==> config.mk <==
export PLATFORM = sky130hd
export DESIGN_NAME = edf_task_dispatcher
export DESIGN_NICKNAME = d
export VERILOG_FILES = /design/src/rtl/core/edf_pkg.sv /design/src/rtl/core/edf_ctrl.sv /design/src/rtl/core/edf_datapath.sv /design/src/rtl/core/edf_task_dispatcher.sv
export SDC_FILE = /design/constraint.sdc
export NUM_CORES = 2
export LEC_CHECK = 0
export ABC_AREA = 1
export ABC_CLOCK_PERIOD_IN_PS = 10600
export BUFFER_PORTS_ARGS = -buffer_cell sky130_fd_sc_hd__buf_2
export CORE_MARGIN = 4
export CORE_UTILIZATION = 40
export CTS_BUF_LIST = sky130_fd_sc_hd__clkbuf_4 sky130_fd_sc_hd__clkbuf_8
export CTS_CLUSTER_SIZE = 14
export DETAILED_ROUTE_END_ITERATION = 12
export GPL_TIMING_DRIVEN = 0
export PLACE_DENSITY_LB_ADDON = 0.08
export SLEW_MARGIN = 20
export SYNTH_ARGS = -nofsm -noshare
export SYNTH_HDL_FRONTEND = slang
export SYNTH_SLANG_ARGS = --single-unit
export TNS_END_PERCENT = 30
==> constraint.sdc <==
create_clock -name i_clk -period 10.6 [get_ports i_clk]
set_input_delay 1.59 -clock i_clk [delete_from_list [all_inputs] [get_ports i_clk]]
set_output_delay 1.59 -clock i_clk [all_outputs]
set_load 0.02 [all_outputs]
==> src/rtl/core/edf_pkg.sv <==
// Shared types and constants of the EDF task dispatcher.
// No dependencies; imported by every module of the block.
package edf_pkg;

    localparam int MAX_TASKS = 16;
    localparam int IDX_W     = $clog2(MAX_TASKS);
    localparam int CNT_W     = 5;
    localparam int HOR_W     = 16;
    localparam int FIELD_W   = 16;
    localparam int TIME_W    = 17;
    localparam int DL_W      = 18;
    localparam int EN_W      = 24;

    localparam logic [EN_W-1:0] BUSY_ENERGY = EN_W'(100);
    localparam logic [EN_W-1:0] IDLE_ENERGY = EN_W'(40);

    localparam logic OP_LOAD     = 1'b0;
    localparam logic OP_DISPATCH = 1'b1;

    localparam logic REG_TASK_COUNT = 1'b0;
    localparam logic REG_HORIZON    = 1'b1;

    typedef enum logic [2:0] {
        S_IDLE,
        S_SCAN,
        S_COMMIT,
        S_ENERGY,
        S_DONE
    } t_state;

    // controller -> datapath
    typedef struct packed {
        logic load;      // write one task entry from the input word
        logic start;     // latch slot start, clear best candidate
        logic scan;      // examine the entry under the scan index
        logic commit;    // advance time and the chosen entry
        logic energy;    // add the slot's energy
    } t_cmd;

    // datapath -> controller
    typedef struct packed {
        logic at_horizon;
        logic count_zero;
        logic scan_last;
    } t_status;

endpackage

==> src/rtl/core/edf_ctrl.sv <==
// Sequencer of the EDF task dispatcher: accepts words, steps the scan,
// commit and energy phases, and owns the output valid flag. Uses edf_pkg.
module edf_ctrl import edf_pkg::*; (
    input  logic    i_clk,
    input  logic    i_rst_n,
    input  logic    i_in_valid,
    input  logic    i_in_op,
    output logic    o_in_ready,
    input  logic    i_out_ready,
    output logic    o_out_valid,
    output logic    o_out_load,
    input  t_status i_status,
    output t_cmd    o_cmd
);

    t_state r_state, n_state;
    logic   r_out_valid, n_out_valid;
    logic   in_acc;

    always_ff @(posedge i_clk) begin
        if (!i_rst_n) begin
            r_state     <= S_IDLE;
            r_out_valid <= 1'b0;
        end else begin
            r_state     <= n_state;
            r_out_valid <= n_out_valid;
        end
    end

    assign o_in_ready  = (r_state == S_IDLE);
    assign in_acc      = i_in_valid && o_in_ready;
    assign o_out_valid = r_out_valid;

    always_comb begin
        n_state     = r_state;
        o_cmd       = '0;
        o_out_load  = 1'b0;
        n_out_valid = r_out_valid && !i_out_ready;
        unique case (r_state)
            S_IDLE: begin
                if (in_acc) begin
                    if (i_in_op == OP_LOAD) begin
                        o_cmd.load = 1'b1;
                    end else begin
                        o_cmd.start = 1'b1;
                        priority if (i_status.at_horizon) n_state = S_DONE;
                        else if (i_status.count_zero)     n_state = S_COMMIT;
                        else                              n_state = S_SCAN;
                    end
                end
            end
            S_SCAN: begin
                o_cmd.scan = 1'b1;
                if (i_status.scan_last) n_state = S_COMMIT;
            end
            S_COMMIT: begin
                o_cmd.commit = 1'b1;
                n_state      = S_ENERGY;
            end
            S_ENERGY: begin
                o_cmd.energy = 1'b1;
                n_state      = S_DONE;
            end
            S_DONE: begin
                // hold the result until the output register is free
                if (!r_out_valid || i_out_ready) begin
                    o_out_load  = 1'b1;
                    n_out_valid = 1'b1;
                    n_state     = S_IDLE;
                end
            end
            default: n_state = S_IDLE;
        endcase
    end

`ifndef SYNTH
    a_scan_no_accept: assert property (@(posedge i_clk) disable iff (!i_rst_n)
        (r_state == S_SCAN) |=> !(o_cmd.load || o_cmd.start) || (r_state == S_IDLE))
        else $error("new word taken during scan");
    a_load_waits: assert property (@(posedge i_clk) disable iff (!i_rst_n)
        (o_out_load && r_out_valid) |-> i_out_ready)
        else $error("pending result overwritten");
    a_done_valid: assert property (@(posedge i_clk) disable iff (!i_rst_n)
        o_out_load |=> r_out_valid && (r_state == S_IDLE))
        else $error("result not presented after load");
`endif

endmodule

==> src/rtl/core/edf_datapath.sv <==
// Datapath of the EDF task dispatcher: task table, ready marks, scan
// compare, time and energy registers, result register. Uses edf_pkg.
module edf_datapath import edf_pkg::*; (
    input  logic                i_clk,
    input  logic                i_rst_n,
    input  t_cmd                i_cmd,
    output t_status             o_status,
    input  logic [CNT_W-1:0]    i_task_count,
    input  logic [HOR_W-1:0]    i_horizon,
    input  logic [IDX_W-1:0]    i_task_index,
    input  logic [FIELD_W-1:0]  i_first_arrival,
    input  logic [FIELD_W-1:0]  i_run_length,
    input  logic [FIELD_W-1:0]  i_first_deadline,
    input  logic [FIELD_W-1:0]  i_task_period,
    input  logic                i_out_load,
    output logic [TIME_W-1:0]   o_slot_start,
    output logic [TIME_W-1:0]   o_slot_end,
    output logic [IDX_W-1:0]    o_served_task,
    output logic                o_slot_idle,
    output logic                o_horizon_reached,
    output logic [EN_W-1:0]     o_energy_total
);

    // task table
    logic [TIME_W-1:0]  r_rel   [MAX_TASKS];
    logic [DL_W-1:0]    r_dl    [MAX_TASKS];
    logic [FIELD_W-1:0] r_len   [MAX_TASKS];
    logic [FIELD_W-1:0] r_per   [MAX_TASKS];
    logic [TIME_W-1:0]  r_stamp [MAX_TASKS];
    logic [MAX_TASKS-1:0] r_mark;

    logic [TIME_W-1:0]  r_time, r_start;
    logic [EN_W-1:0]    r_energy;
    logic [IDX_W-1:0]   r_idx;
    logic               r_hz, r_idle;

    // best candidate so far
    logic               r_best_valid;
    logic [IDX_W-1:0]   r_best_idx;
    logic [DL_W-1:0]    r_best_dl;
    logic [TIME_W-1:0]  r_best_stamp;
    logic [TIME_W-1:0]  r_best_rel;
    logic [FIELD_W-1:0] r_best_len;
    logic [FIELD_W-1:0] r_best_per;

    logic [TIME_W-1:0]  r_o_start, r_o_end;
    logic [IDX_W-1:0]   r_o_task;
    logic               r_o_idle, r_o_hz;
    logic [EN_W-1:0]    r_o_energy;

    logic [CNT_W-1:0]   count_eff;
    logic [TIME_W-1:0]  c_rel, c_stamp;
    logic [DL_W-1:0]    c_dl;
    logic               c_ready, c_better;
    logic [TIME_W:0]    time_sum;
    logic [TIME_W-1:0]  n_time;
    logic [TIME_W:0]    rel_sum;
    logic [DL_W:0]      dl_sum;
    logic [TIME_W-1:0]  delta;
    logic [EN_W-1:0]    amount;
    logic [EN_W:0]      en_sum;

    assign count_eff = (i_task_count > CNT_W'(MAX_TASKS)) ? CNT_W'(MAX_TASKS) : i_task_count;

    assign o_status.at_horizon = (r_time >= {1'b0, i_horizon});
    assign o_status.count_zero = (count_eff == '0);
    assign o_status.scan_last  = ({1'b0, r_idx} == (count_eff - CNT_W'(1)));

    // entry under the scan index
    assign c_rel    = r_rel[r_idx];
    assign c_dl     = r_dl[r_idx];
    assign c_ready  = r_mark[r_idx] || (c_rel <= r_time);
    assign c_stamp  = r_mark[r_idx] ? r_stamp[r_idx] : c_rel;
    assign c_better = !r_best_valid || (c_dl < r_best_dl) ||
                      ((c_dl == r_best_dl) && (c_stamp < r_best_stamp));

    // saturating time advance: run length when a task runs, else one tick
    assign time_sum = {1'b0, r_time} +
                      (r_best_valid ? (TIME_W+1)'(r_best_len) : (TIME_W+1)'(1));
    assign n_time   = time_sum[TIME_W] ? '1 : time_sum[TIME_W-1:0];
    assign rel_sum  = {1'b0, r_best_rel} + (TIME_W+1)'(r_best_per);
    assign dl_sum   = {1'b0, r_best_dl} + (DL_W+1)'(r_best_per);

    assign delta  = r_time - r_start;
    assign amount = r_idle ? IDLE_ENERGY : (EN_W'(delta) * BUSY_ENERGY);
    assign en_sum = {1'b0, r_energy} + {1'b0, amount};

    // table contents need no reset
    always_ff @(posedge i_clk) begin
        if (i_cmd.load) begin
            r_rel[i_task_index] <= TIME_W'(i_first_arrival);
            r_dl[i_task_index]  <= DL_W'(i_first_deadline);
            r_len[i_task_index] <= i_run_length;
            r_per[i_task_index] <= i_task_period;
        end else if (i_cmd.commit && r_best_valid) begin
            r_rel[r_best_idx] <= rel_sum[TIME_W] ? '1 : rel_sum[TIME_W-1:0];
            r_dl[r_best_idx]  <= dl_sum[DL_W] ? '1 : dl_sum[DL_W-1:0];
        end
        if (i_cmd.scan && c_ready && !r_mark[r_idx]) begin
            r_stamp[r_idx] <= c_rel;
        end
    end

    always_ff @(posedge i_clk) begin
        if (!i_rst_n) begin
            r_mark   <= '0;
            r_time   <= '0;
            r_energy <= '0;
        end else begin
            if (i_cmd.load) begin
                r_mark[i_task_index] <= 1'b0;
            end else if (i_cmd.scan && c_ready) begin
                r_mark[r_idx] <= 1'b1;
            end else if (i_cmd.commit && r_best_valid) begin
                r_mark[r_best_idx] <= 1'b0;
            end
            if (i_cmd.commit) begin
                r_time <= n_time;
            end
            if (i_cmd.energy) begin
                r_energy <= en_sum[EN_W] ? '1 : en_sum[EN_W-1:0];
            end
        end
    end

    // scan bookkeeping
    always_ff @(posedge i_clk) begin
        if (!i_rst_n) begin
            r_best_valid <= 1'b0;
            r_idx        <= '0;
            r_hz         <= 1'b0;
            r_idle       <= 1'b0;
        end else begin
            if (i_cmd.start) begin
                r_best_valid <= 1'b0;
                r_idx        <= '0;
                r_hz         <= o_status.at_horizon;
                r_idle       <= 1'b0;
            end else if (i_cmd.scan) begin
                r_idx <= r_idx + IDX_W'(1);
                if (c_ready && c_better) begin
                    r_best_valid <= 1'b1;
                end
            end else if (i_cmd.commit) begin
                r_idle <= !r_best_valid;
            end
        end
    end

    always_ff @(posedge i_clk) begin
        if (i_cmd.start) begin
            r_start <= r_time;
        end
        if (i_cmd.scan && c_ready && c_better) begin
            r_best_idx   <= r_idx;
            r_best_dl    <= c_dl;
            r_best_stamp <= c_stamp;
            r_best_rel   <= c_rel;
            r_best_len   <= r_len[r_idx];
            r_best_per   <= r_per[r_idx];
        end
        if (i_out_load) begin
            r_o_start  <= r_start;
            r_o_end    <= r_time;
            r_o_task   <= (r_best_valid && !r_hz) ? r_best_idx : '0;
            r_o_idle   <= r_idle && !r_hz;
            r_o_hz     <= r_hz;
            r_o_energy <= r_energy;
        end
    end

    assign o_slot_start      = r_o_start;
    assign o_slot_end        = r_o_end;
    assign o_served_task     = r_o_task;
    assign o_slot_idle       = r_o_idle;
    assign o_horizon_reached = r_o_hz;
    assign o_energy_total    = r_o_energy;

`ifndef SYNTH
    a_idx_in_range: assert property (@(posedge i_clk) disable iff (!i_rst_n)
        i_cmd.scan |-> ({1'b0, r_idx} < count_eff))
        else $error("scan index beyond task count");
    a_pick_unmarked: assert property (@(posedge i_clk) disable iff (!i_rst_n)
        (i_cmd.commit && r_best_valid) |=> !r_mark[$past(r_best_idx)])
        else $error("dispatched task still marked ready");
    a_time_monotonic: assert property (@(posedge i_clk) disable iff (!i_rst_n)
        $past(i_rst_n) |-> (r_time >= $past(r_time)))
        else $error("current time moved backward");
`endif

endmodule

==> src/rtl/core/edf_task_dispatcher.sv <==
// Top level of the EDF task dispatcher: stream ports, APB register file,
// controller and datapath. Depends on edf_pkg, edf_ctrl and edf_datapath.
//
// A load word (tuser 0) writes one task entry. A dispatch word (tuser 1)
// yields one result word. The scan visits each taking-part entry once, one
// entry per cycle; taking part are task_count entries, at most 16. A
// finished decision waits until the previous result has been taken. No
// input word is taken while a decision is in progress. No clearing pass
// follows reset.
// Registers: task_count at 0x0, horizon at 0x4.
module edf_task_dispatcher import edf_pkg::*; (
    input  logic        i_clk,
    input  logic        i_rst_n,
    // stream in
    input  logic        s_axis_tvalid,
    output logic        s_axis_tready,
    input  logic [71:0] s_axis_tdata,   // task_index, first_arrival, run_length,
                                        // first_deadline, task_period, zero pad
    input  logic [0:0]  s_axis_tuser,   // operation
    // stream out
    output logic        m_axis_tvalid,
    input  logic        m_axis_tready,
    output logic [63:0] m_axis_tdata,   // slot_start, slot_end, served_task,
                                        // energy_total, zero pad
    output logic [1:0]  m_axis_tuser,   // slot_idle, horizon_reached
    // register port
    input  logic        psel,
    input  logic        penable,
    input  logic        pwrite,
    input  logic [2:0]  paddr,
    input  logic [31:0] pwdata,
    output logic [31:0] prdata,
    output logic        pready
);

    logic [CNT_W-1:0]  r_task_count;
    logic [HOR_W-1:0]  r_horizon;
    logic              cfg_wr;

    t_cmd              cmd;
    t_status           status;
    logic              out_load;

    logic [TIME_W-1:0] slot_start, slot_end;
    logic [IDX_W-1:0]  served_task;
    logic              slot_idle, horizon_reached;
    logic [EN_W-1:0]   energy_total;

    assign pready = 1'b1;
    assign cfg_wr = psel && penable && pwrite;

    always_ff @(posedge i_clk) begin
        if (!i_rst_n) begin
            r_task_count <= '0;
            r_horizon    <= HOR_W'(1);
        end else if (cfg_wr) begin
            unique case (paddr[2])
                REG_TASK_COUNT: r_task_count <= pwdata[CNT_W-1:0];
                REG_HORIZON:    r_horizon    <= pwdata[HOR_W-1:0];
                default:        ;
            endcase
        end
    end

    always_comb begin
        unique case (paddr[2])
            REG_TASK_COUNT: prdata = 32'(r_task_count);
            REG_HORIZON:    prdata = 32'(r_horizon);
            default:        prdata = '0;
        endcase
    end

    edf_ctrl u_ctrl (
        .i_clk       (i_clk),
        .i_rst_n     (i_rst_n),
        .i_in_valid  (s_axis_tvalid),
        .i_in_op     (s_axis_tuser[0]),
        .o_in_ready  (s_axis_tready),
        .i_out_ready (m_axis_tready),
        .o_out_valid (m_axis_tvalid),
        .o_out_load  (out_load),
        .i_status    (status),
        .o_cmd       (cmd)
    );

    edf_datapath u_dp (
        .i_clk             (i_clk),
        .i_rst_n           (i_rst_n),
        .i_cmd             (cmd),
        .o_status          (status),
        .i_task_count      (r_task_count),
        .i_horizon         (r_horizon),
        .i_task_index      (s_axis_tdata[3:0]),
        .i_first_arrival   (s_axis_tdata[19:4]),
        .i_run_length      (s_axis_tdata[35:20]),
        .i_first_deadline  (s_axis_tdata[51:36]),
        .i_task_period     (s_axis_tdata[67:52]),
        .i_out_load        (out_load),
        .o_slot_start      (slot_start),
        .o_slot_end        (slot_end),
        .o_served_task     (served_task),
        .o_slot_idle       (slot_idle),
        .o_horizon_reached (horizon_reached),
        .o_energy_total    (energy_total)
    );

    assign m_axis_tdata = {2'b00, energy_total, served_task, slot_end, slot_start};
    assign m_axis_tuser = {horizon_reached, slot_idle};

endmodule

Word level (Yosys, flattened, before mapping)
Memories as Yosys holds them, arrays and structs flattened. A register that Yosys moved wholly into a read port is not among the register bits.
Index checks and enable logic that the tools add are counted.
Cells by class
  add/sub/neg operators: 7
  $mul: 1
  order comparisons: 11
  eq/ne operators: 10
  mux-type cells: 57
  bitwise gates (word level): 8
  reduce and logical (&&, ||, !) cells: 35
Operators by type and width (count)
  2-to-1 mux 17 bit: 4
  2-to-1 mux 16 bit: 4
  one-hot mux 32 bit (2 select lines): 1
  2-to-1 mux 24 bit: 2
  2-to-1 mux 18 bit: 2
  AND 16 bit: 2
  2-to-1 mux 4 bit: 8
  NOT 16 bit: 2
  adder 24 x 24 -> 25 bit: 1
  multiplier 17 x 5 -> 22 bit, second input constant: 1
  2-to-1 mux 1 bit: 22
  adder 18 x 16 -> 19 bit: 1
  adder 17 x 16 -> 18 bit: 1
  adder 17 x 18 -> 18 bit: 1
  equality test 18 bit: 1
  < comparator 18 bit: 1
  OR reduction 18 bit: 1
  >= comparator 17 x 16 -> 1 bit: 1
  <= comparator 17 bit: 1
  < comparator 17 bit: 1
  OR reduction 17 bit: 1
  subtractor 17 bit: 1
  OR 16 bit: 1
  logical AND 1 bit: 15
  26 further kinds: 53
Storage, ports and cells
  flip-flop bits (word level): 226
  RAM bits: 1344
  input bits: 115
  output and inout bits: 101
  word-level logic and storage cells: 156
  memories kept: 5
Memories
  u_dp.r_dl: words 16, width 18, rd ports 1, clocked after memory_dff 1, wr ports 1, RTL line edf_datapath.sv:26  | logic [DL_W-1:0] r_dl [MAX_TASKS];
  u_dp.r_rel: words 16, width 17, rd ports 1, clocked after memory_dff 1, wr ports 1, RTL line edf_datapath.sv:25  | logic [TIME_W-1:0] r_rel [MAX_TASKS];
  u_dp.r_stamp: words 16, width 17, rd ports 1, clocked after memory_dff 1, wr ports 1, RTL line edf_datapath.sv:29  | logic [TIME_W-1:0] r_stamp [MAX_TASKS];
  u_dp.r_len: words 16, width 16, rd ports 1, clocked after memory_dff 1, wr ports 1, RTL line edf_datapath.sv:27  | logic [FIELD_W-1:0] r_len [MAX_TASKS];
  u_dp.r_per: words 16, width 16, rd ports 1, clocked after memory_dff 1, wr ports 1, RTL line edf_datapath.sv:28  | logic [FIELD_W-1:0] r_per [MAX_TASKS];

Longest topological paths before layout
  word-level depth: 9
  depth in mapped cells: 37
  mapped depth without buffers: 37

Hierarchy
A second synthesis with hierarchy kept.
Unflattened totals
  cells, all modules: 6143
  area total of the unflattened synthesis: 70745.4 um^2
Modules (own cells, without submodules)
  edf_datapath: times used 1, cells each 5898, area each 69202.6 um^2, seq. area each 46744.8 um^2
  edf_task_dispatcher: times used 1, cells each 197, area each 1249.9 um^2, seq. area each 420.4 um^2
  edf_ctrl: times used 1, cells each 48, area each 292.8 um^2, seq. area each 80.1 um^2

Least setup slack after synthesis
No wires, ideal clock.
  kind: register to register
  start: reg (tool-made name)
  end: reg u_dp.r_best_dl[0] (enable)
  library setup time: 0.564 ns
  data arrival time: 6.872 ns
  data required time: 10.036 ns
  path slack: 3.164 ns
  stages on the path, launching flop included: 19
  path buffers: 4
  clock period less this slack: 7.436 ns
  cell sequence: dfxtp_1 -> buf_2 -> buf_4 -> buf_4 -> buf_4 -> nor2_1 -> o221ai_1 -> nand3_1 -> nand2_1 -> a22o_1 -> ha_1 -> nand3_1 -> inv_1 -> nand2_1 -> a31oi_1 -> o21a_1 -> nor2_1 -> nand3_1 -> a21oi_1
RTL lines
  end signal: assignment: RTL line edf_datapath.sv:156  | r_best_dl <= c_dl;
  end: declaration: RTL line edf_datapath.sv:40  | logic [DL_W-1:0] r_best_dl;

Worst setup path in the final report
  start: reg u_dp.r_time[0]
  end: reg u_dp.r_energy[21]
On the way
  word-level cells in the longest chain between the ends: 5
Ends and longest elaborated chain
  start: declaration: RTL line edf_datapath.sv:32  | logic [TIME_W-1:0] r_time, r_start;
  start signal: assignment: RTL line edf_datapath.sv:118  | r_time <= n_time;
  subtractor 17 bit: RTL line edf_datapath.sv:84  | assign delta = r_time - r_start;
  multiplier 17 x 5 -> 22 bit: RTL line edf_datapath.sv:85  | assign amount = r_idle ? IDLE_ENERGY : (EN_W'(delta) * BUSY_ENERGY);
  2-to-1 mux 24 bit: RTL line edf_datapath.sv:85
  adder 24 x 24 -> 25 bit: RTL line edf_datapath.sv:86  | assign en_sum = {1'b0, r_energy} + {1'b0, amount};
  2-to-1 mux 24 bit: RTL line edf_datapath.sv:121  | r_energy <= en_sum[EN_W] ? '1 : en_sum[EN_W-1:0];
  end signal: assignment: RTL line edf_datapath.sv:121
  end: declaration: RTL line edf_datapath.sv:33  | logic [EN_W-1:0] r_energy;
No other way between the ends.
A chain may end at the register's enable or synchronous reset.

==> flow_summary.toml <==
[grt]
gr-total-overflow = 0
use_met3 = 0.0454
track_usage = 0.259
grt_pass1_wl_mm = 350
met1_usage = 0.361
antenna_found_initial = 22
met2_usage = 0.412
grt_pass1_vias = 50400
grt_max_degree = 25
grt-busiest-layer = "met2"

[sta]
grt_setup_unrepaired = "false"
drv_slew = 0
hold_viol_final = 0
layout_setup_ws_ns = 3.60
holdWs_ns = 0.430
period_share = 0.661
worst-slew-pin-transition_ns = 1.24
relSlewSlack = 0.172
min_period_ns = 7.00
finClkSkew_ns = 0.0481
setup_violations = 0
fmax_mhz = 143

[setup_path]
crit_type = "reg2reg"
startpoint_type = "flip-flop"
required_ns = 11.48
slowest_stage = "dfxtp_1"
cp_max_fo = 10
cp_common_cell = "ha_1"
cp_num_buf_inv = 3
slowest_delay_ns = 0.54
arrival_ns = 7.88
critical-path-top-delay-family = "adder cells"
cp-end-kind = "flip-flop"

[place]
dp.cells = 8757
dp_hpwl_mm = 170
gp_congestion = 0.896
dpl_worst_slack_ns = 3.64
port_buffers = 173

[drt]
drt-initial-drc-count = 5281
vias = 51500
antenna_left = 0
drc = 0
totalWireLength_mm = 244
dr.pass1.iters = 6
via_per_inst = 5.56
post_drt_wl_per_cell_um = 26.3

[floorplan]
design.die.area_mm2 = 0.183
initial_core_util = 0.404
boundaryPins = 216
rows = 153
die_x_um = 428
die_h_um = 428
core-area_mm2 = 0.175

[synth]
ys_ff_latch = 1604
ys_warn_count = 0
ys_async_sr_fraction = 0
ys.flop_type = "edfxtp_1"
yosys.area.top_type = "edfxtp_1"
synthTopCellsByArea = "edfxtp_1 64%, o21ai_0 6.1%, nor2_1 4.7%"
synth_top_cell_area_share = 0.644
yosysUniqueCellTypes = 50
synth_area_mm2 = 0.0705
synth_edf_count = 1512
syn_area_per_cell_um2 = 11.6
synthCells = 6082
seq_area_frac_synth = 0.670

[clock_network]
cts_tree = "done"
clk_pin_slew_worst_paths_ns = 0.06
h-tree-depth = 5
cts_setup_buffers = 0
clk_latency_ns = 1.03
cts_root_buffer = "clkbuf_8"
cts_resized = 0
hold_buffers = 0
cts_made_buffers = 296
cts_buffer_depth = 4
cts_num_sinks = 1604

[run]
maxCapViolCount = 0

[hold_path]
hold_class = "reg2reg"

[run_status]
outcome = "completed"

[finish]
drive_gt1_frac = 0.140
fill_cells = 16200
layout_common_cells = "1512 x edfxtp_1, 861 x nor2_1, 853 x o21ai_0, 688 x nand2_1, 369 x inv_1"
area_delta_synth_final_pct = 16.9
fin_cells = 9255
final_common_cell = "edfxtp_1"
nNetsFinal = 7075

[power_and_ir_drop]
p_leak_nw = 30.3
vdd.ir_drop.worst_mv = 0.545
power_density_mw_per_mm2 = 304
state kept, by name, summed over array words and instances (netlist names), 5 cells and up, named ones only:
signal	count
u_dp.r_time	17
u_dp.o_energy_total	23
r_horizon	16
u_dp.r_best_dl	18
u_dp.r_best_per	16
u_dp.r_best_stamp	17
u_dp.o_slot_end	17
u_dp.r_energy	23
u_dp.r_start	17
u_dp.r_len	256
u_dp.r_best_rel	17
u_dp.r_per	256
u_dp.r_stamp	272
u_dp.r_best_len	16
u_dp.r_mark	16
u_dp.o_slot_start	17
r_task_count	5
u_dp.r_rel	272
u_dp.r_dl	288
routing by layer:
metal  part of all wire  up-vias  wire length, um
met2               0.46     2095           113000
met5            0.00017        -               41
met3              0.075      410            18300
met4              0.029        4             7030
li1                   -    23400                -
met1               0.43    25600           105000
synthesized netlist by cell type, drive strengths merged (55+ instances only):
master  count
nand3     167
nand4      55
edfxtp   1512
o22ai     186
nor2      883
o21ai     866
nor3       55
dfxtp      92
ha        215
o221ai    144
buf       102
xor2       55
clkbuf    237
inv       371
a21oi     234
nand2     696
power breakdown:
part	leakage (nW)	total, W	switching, W	internal, W
Sequential	14.4	0.00753	0.000197	0.00733
Clock	2.94	0.00577	0.00257	0.00320
Combinational	12.9	0.0117	0.00784	0.00390
Total	30.3	0.0250	0.0106	0.0144
metrics by stage:
step	utilization	instance area [um2]	power, W	setup TNS, ns
after floorplan	-	70600	0.0161	0
after global placement	0.426	74300	0.0192	-199.16
after detailed placement	0.440	76800	0.0193	0
after CTS	0.472	82300	0.0251	0
after global routing	0.472	82400	0.0271	0
final	0.472	82400	0.0250	0
cell type report:
type | count | area, um2 | area share
antenna | 11 | 27.5 | 0.000334
buffer | 339 | 1500 | 0.0182
clock buffer | 409 | 5010 | 0.0608
clock inverter | 78 | 529 | 0.00642
inverter | 374 | 1400 | 0.0170
multi-input combinational | 3782 | 20900 | 0.253
sequential | 1604 | 47200 | 0.573
tap | 2325 | 2910 | 0.0353
timing repair buffer | 333 | 2880 | 0.0350
cells by family after synthesis:
| kind of cell | Yosys count | synth area share |
|---|---|---|
| other | 2 | 0.000107 |
| buffers and inverters | 713 | 0.0411 |
| AND/OR/NAND/NOR | 1879 | 0.108 |
| adder cells (fa/ha/maj) | 230 | 0.0424 |
| flip-flops | 1604 | 0.670 |
| XOR/XNOR | 86 | 0.0107 |
| AO/OA/AOI/OAI | 1568 | 0.128 |
worst paths after layout:
check / startpoint / endpoint / slack [ns] / cells past startpoint
min reg2reg: u_dp.r_idx[3]$_SDFFE_PP0P_ / u_dp.r_best_idx[3]$_DFFE_PP_ / 0.43 / 0
max: u_dp.r_time[0]$_SDFFE_PN0N_ / u_dp.r_energy[21]$_SDFFE_PN0P_ / 3.60 / 30
max reg2reg: u_dp.r_time[0]$_SDFFE_PN0N_ / u_dp.r_energy[21]$_SDFFE_PN0P_ / 3.60 / 30
min: u_dp.r_idx[3]$_SDFFE_PP0P_ / u_dp.r_best_idx[3]$_DFFE_PP_ / 0.43 / 0
(Power assumes the default switching activity.)
